### src/rtl/wvm_ram.sv
// wvm_ram: generic simple dual-port RAM, one write and one registered read.
// No dependencies.
module wvm_ram #(
  parameter int WIDTH = 8,
  parameter int DEPTH = 256,
  localparam int AW = (DEPTH > 1) ? $clog2(DEPTH) : 1
) (
  input  logic             clk,
  input  logic             we,
  input  logic [AW-1:0]    waddr,
  input  logic [WIDTH-1:0] wdata,
  input  logic [AW-1:0]    raddr,
  output logic [WIDTH-1:0] rdata
);
  logic [WIDTH-1:0] mem [DEPTH];

  always_ff @(posedge clk) begin
    if (we) begin
      mem[waddr] <= wdata;
    end
    rdata <= mem[raddr];
  end
endmodule

### config.mk
export PLATFORM = sky130hd
export DESIGN_NAME = wvm_ram
export DESIGN_NICKNAME = d
export VERILOG_FILES = /design/src/rtl/wvm_ram.sv
export SDC_FILE = /design/constraint.sdc
export NUM_CORES = 2
export LEC_CHECK = 0
export BUFFER_PORTS_ARGS = -buffer_cell sky130_fd_sc_hd__buf_2
export CORE_ASPECT_RATIO = 0.9
export CORE_MARGIN = 10
export CORE_UTILIZATION = 50
export CTS_BUF_LIST = sky130_fd_sc_hd__clkbuf_8
export CTS_CLUSTER_SIZE = 30
export DETAILED_ROUTE_END_ITERATION = 8
export PLACE_DENSITY_LB_ADDON = 0.25
export SYNTH_ARGS = -nofsm -noshare
export SYNTH_HDL_FRONTEND = slang
export SYNTH_SLANG_ARGS = --single-unit
### constraint.sdc
create_clock -name clk -period 4.1 [get_ports clk]
set_input_delay 0.205 -clock clk [delete_from_list [all_inputs] [get_ports clk]]
set_output_delay 0.205 -clock clk [all_outputs]
set_load 0.05 [all_outputs]
==> out/metrics.yaml <==
run_status:
  status: "completed"
worst_setup_path:
  critPathLaunchType: "register"
  cpLargestDelayFamily: "compound AO/OA/AOI/OAI gates"
  crit_fanout: 1
  cpPeakStageDelay_ps: 790
  cp_slowest_cell: "a221oi_1"
  cp_cell_sequence: "mux4_2, a22o_1, a221oi_1, o32ai_1, nor3_1, nor4_1"
  critPathCaptureType: "register"
  cp_num_buf_inv: 0
  required_ps: 4960
  path_class: "register to register"
  critPathArrivalTime_ps: 4130
sta:
  setup_tns_ps: 0
  tightest_slew_ps: 1280
  maxSlewHeadroom: 0.147
  worst_clock_skew_ps: 49.8
  hold_violations: 0
  period_minus_slack_ps: 3260
  max_freq_mhz: 306
  fin_crit_sh: 0.796
  finalSetupViolations: 0
  finalMaxSlewViolations: 0
  rsz0062_at_grt: "false"
yosys:
  synthCells: 3733
  synth.avg_cell_area_sq_um: 21.3
  syn_area_sq_um: 79600
  synth_edf_count: 2048
  synthesis.nets: 3759
  synth-seq-cells: 2056
  async_reset_ff_frac: 0
  ys_dominant_reg_cell: "edfxtp_1"
  yosysUniqueCellTypes: 55
  yosys_warnings: 0
  yosysSeqAreaShare: 0.775
place:
  dp_hpwl_um: 121000
  portBuffers: 33
  post_dp_cell_area_sq_um: 82700
  gp_congestion: 0.862
  dp_cells: 5817
die:
  num_rows: 138
  io_pins: 34
  start_util: 0.505
  die_area_sq_um: 175000
  core_area_sq_um: 158000
  die_width_um: 440
  die-height_um: 398
routing:
  ant_nets: 0
  wl_per_cell_um: 30.8
  dr.pass1.iters: 5
  via_count: 39900
  met2_length_um: 90300
  top_layer: "met5"
  drcViolationCount: 0
  vias_per_cell: 6.25
  routed_wl_um: 196000
  first_iter_violations: 4877
  route.met3.wl_um: 19500
  m1WireLength_um: 80500
clock_network:
  numCtsBuffers: 321
  clockBufferDepth: 4
  cts_setup_buffers: 0
  cts_max_level: 5
  clkSinkCount: 2056
  cts_tree: "yes"
  clkSlewWorstSetupHoldPaths_ps: 70
  clock_latency_ps: 1020
  clock-root-buffer: "clkbuf_8"
global_routing:
  track_usage: 0.222
  grt_pass1_wl_um: 283000
  overflow: 0
  antenna_found_initial: 16
  grt_max_degree: 155
  grt_pass1_vias: 39500
final_layout:
  finalNetCount: 4078
  fillers: 11800
  area_growth_pct: 11.2
  layout_commonest_cell: "edfxtp_1"
  final_cells: 6374
  layout_common_cells: "edfxtp_1 (2048), mux4_2 (454), clkbuf_8 (330)"
  layout-drive-gt1-share: 0.248
  seq_area_sq_um: 61700
  multi_input_area_sq_um: 16500
  design_area_sq_um: 88500
power_and_ir_drop:
  vdd_drop_max_uv: 376
  p_leak_nw: 27.7
  p_per_area_nw_per_um2: 463
worst_hold_path:
  min_path_type: "input pin to register"
flow_run:
  drv_cap: 0
-- state kept, by name, summed over array words and instances, names as in the netlist --
register / cells
rdata: 8
mem: 2048
-- cell usage after synthesis (10+ instances only) --
library cell,n,area [sq um]
o221ai_1,46,403
a21oi_1,96,480
nor2_1,282,1060
edfxtp_1,2048,61500
nand4_1,10,62.6
buf_2,31,155
buf_4,27,203
nor2b_1,31,194
mux4_2,454,10200
mux2i_1,134,1340
a221oi_1,13,114
nand3_1,34,170
o211ai_1,10,75.1
o22ai_1,28,175
a211oi_1,16,120
nand2_1,33,124
clkbuf_1,111,417
o21ai_0,10,50.1
nor3_1,22,110
nor4_1,24,150
buf_1,22,82.6
buf_6,21,236
a22oi_1,133,998
buf_8,13,195
-- report_power, final --
| part | switching (mW) | leakage, nW | internal [mW] |
|---|---|---|---|
| logic | 1.44 | 6.03 | 0.744 |
| clock network | 7.67 | 3.23 | 7.85 |
| registers | 0.0384 | 18.5 | 23.2 |
-- routing by layer --
layer / up-vias / GRT usage
li1: 16400 / -
met1: 21100 / 0.324
met2: 2021 / 0.332
met3: 376 / 0.0525
met4: 2 / 0.0706
met5: - / 0
-- kinds of logic (layout without fill, tap and decap cells) --
| logic type | after synthesis | count (layout) | share of synthesized area |
|---|---|---|---|
| flops | 2056 | 2056 | 0.775 |
| mux | 591 | 591 | 0.146 |
| simple gates | 466 | 466 | 0.0263 |
| compound gates | 385 | 385 | 0.0342 |
| buf+inv | 235 | 771 | 0.0183 |
| other cells | 0 | 5 | 0 |
-- layout make-up --
class / count / area share
Tap cell: 2100 / 0.0297
Timing Repair Buffer: 229 / 0.0236
Multi-Input combinational cell: 1442 / 0.186
Sequential cell: 2056 / 0.697
Inverter: 2 / 0.0000849
Antenna cell: 5 / 0.000141
Clock inverter: 210 / 0.0117
Clock buffer: 330 / 0.0513
-- through the flow --
step	util	hold slack, ps	power, mW	setup slack [ps]
6_report	0.561	100	40.9	835
5_1_grt	0.561	48.0	42.2	820
4_1_cts	0.561	16.5	41.2	896
3_5_place_dp	0.525	683	25.8	191
3_3_place_gp	0.525	670	25.8	153
2_1_floorplan	-	304	24.8	1960
-- final timing paths --
path,start,endpoint,slack [ps],cells after the start
setup / recovery,mem[83][5],rdata[5],840,6
hold / removal,raddr[4],rdata[6],100,4
setup reg to reg,mem[83][5],rdata[5],840,6
hold reg to reg,mem[13][6],rdata[6],1070,6
-- timing repair --
| item | in CTS | in global routing |
|---|---|---|
| endpoints found under the hold margin | 1114 | 0 |
| hold buffers | 12 | 0 |
| resized for setup | 0 | 0 |
-- worst reg2reg max path, stage by stage (launching register included) --
cell and delay (ps):
edfxtp_1 360, mux4_2 490, a22o_1 290, a221oi_1 790, o32ai_1 350, nor3_1 660, nor4_1 160
Power figures use the tool's default switching activity.
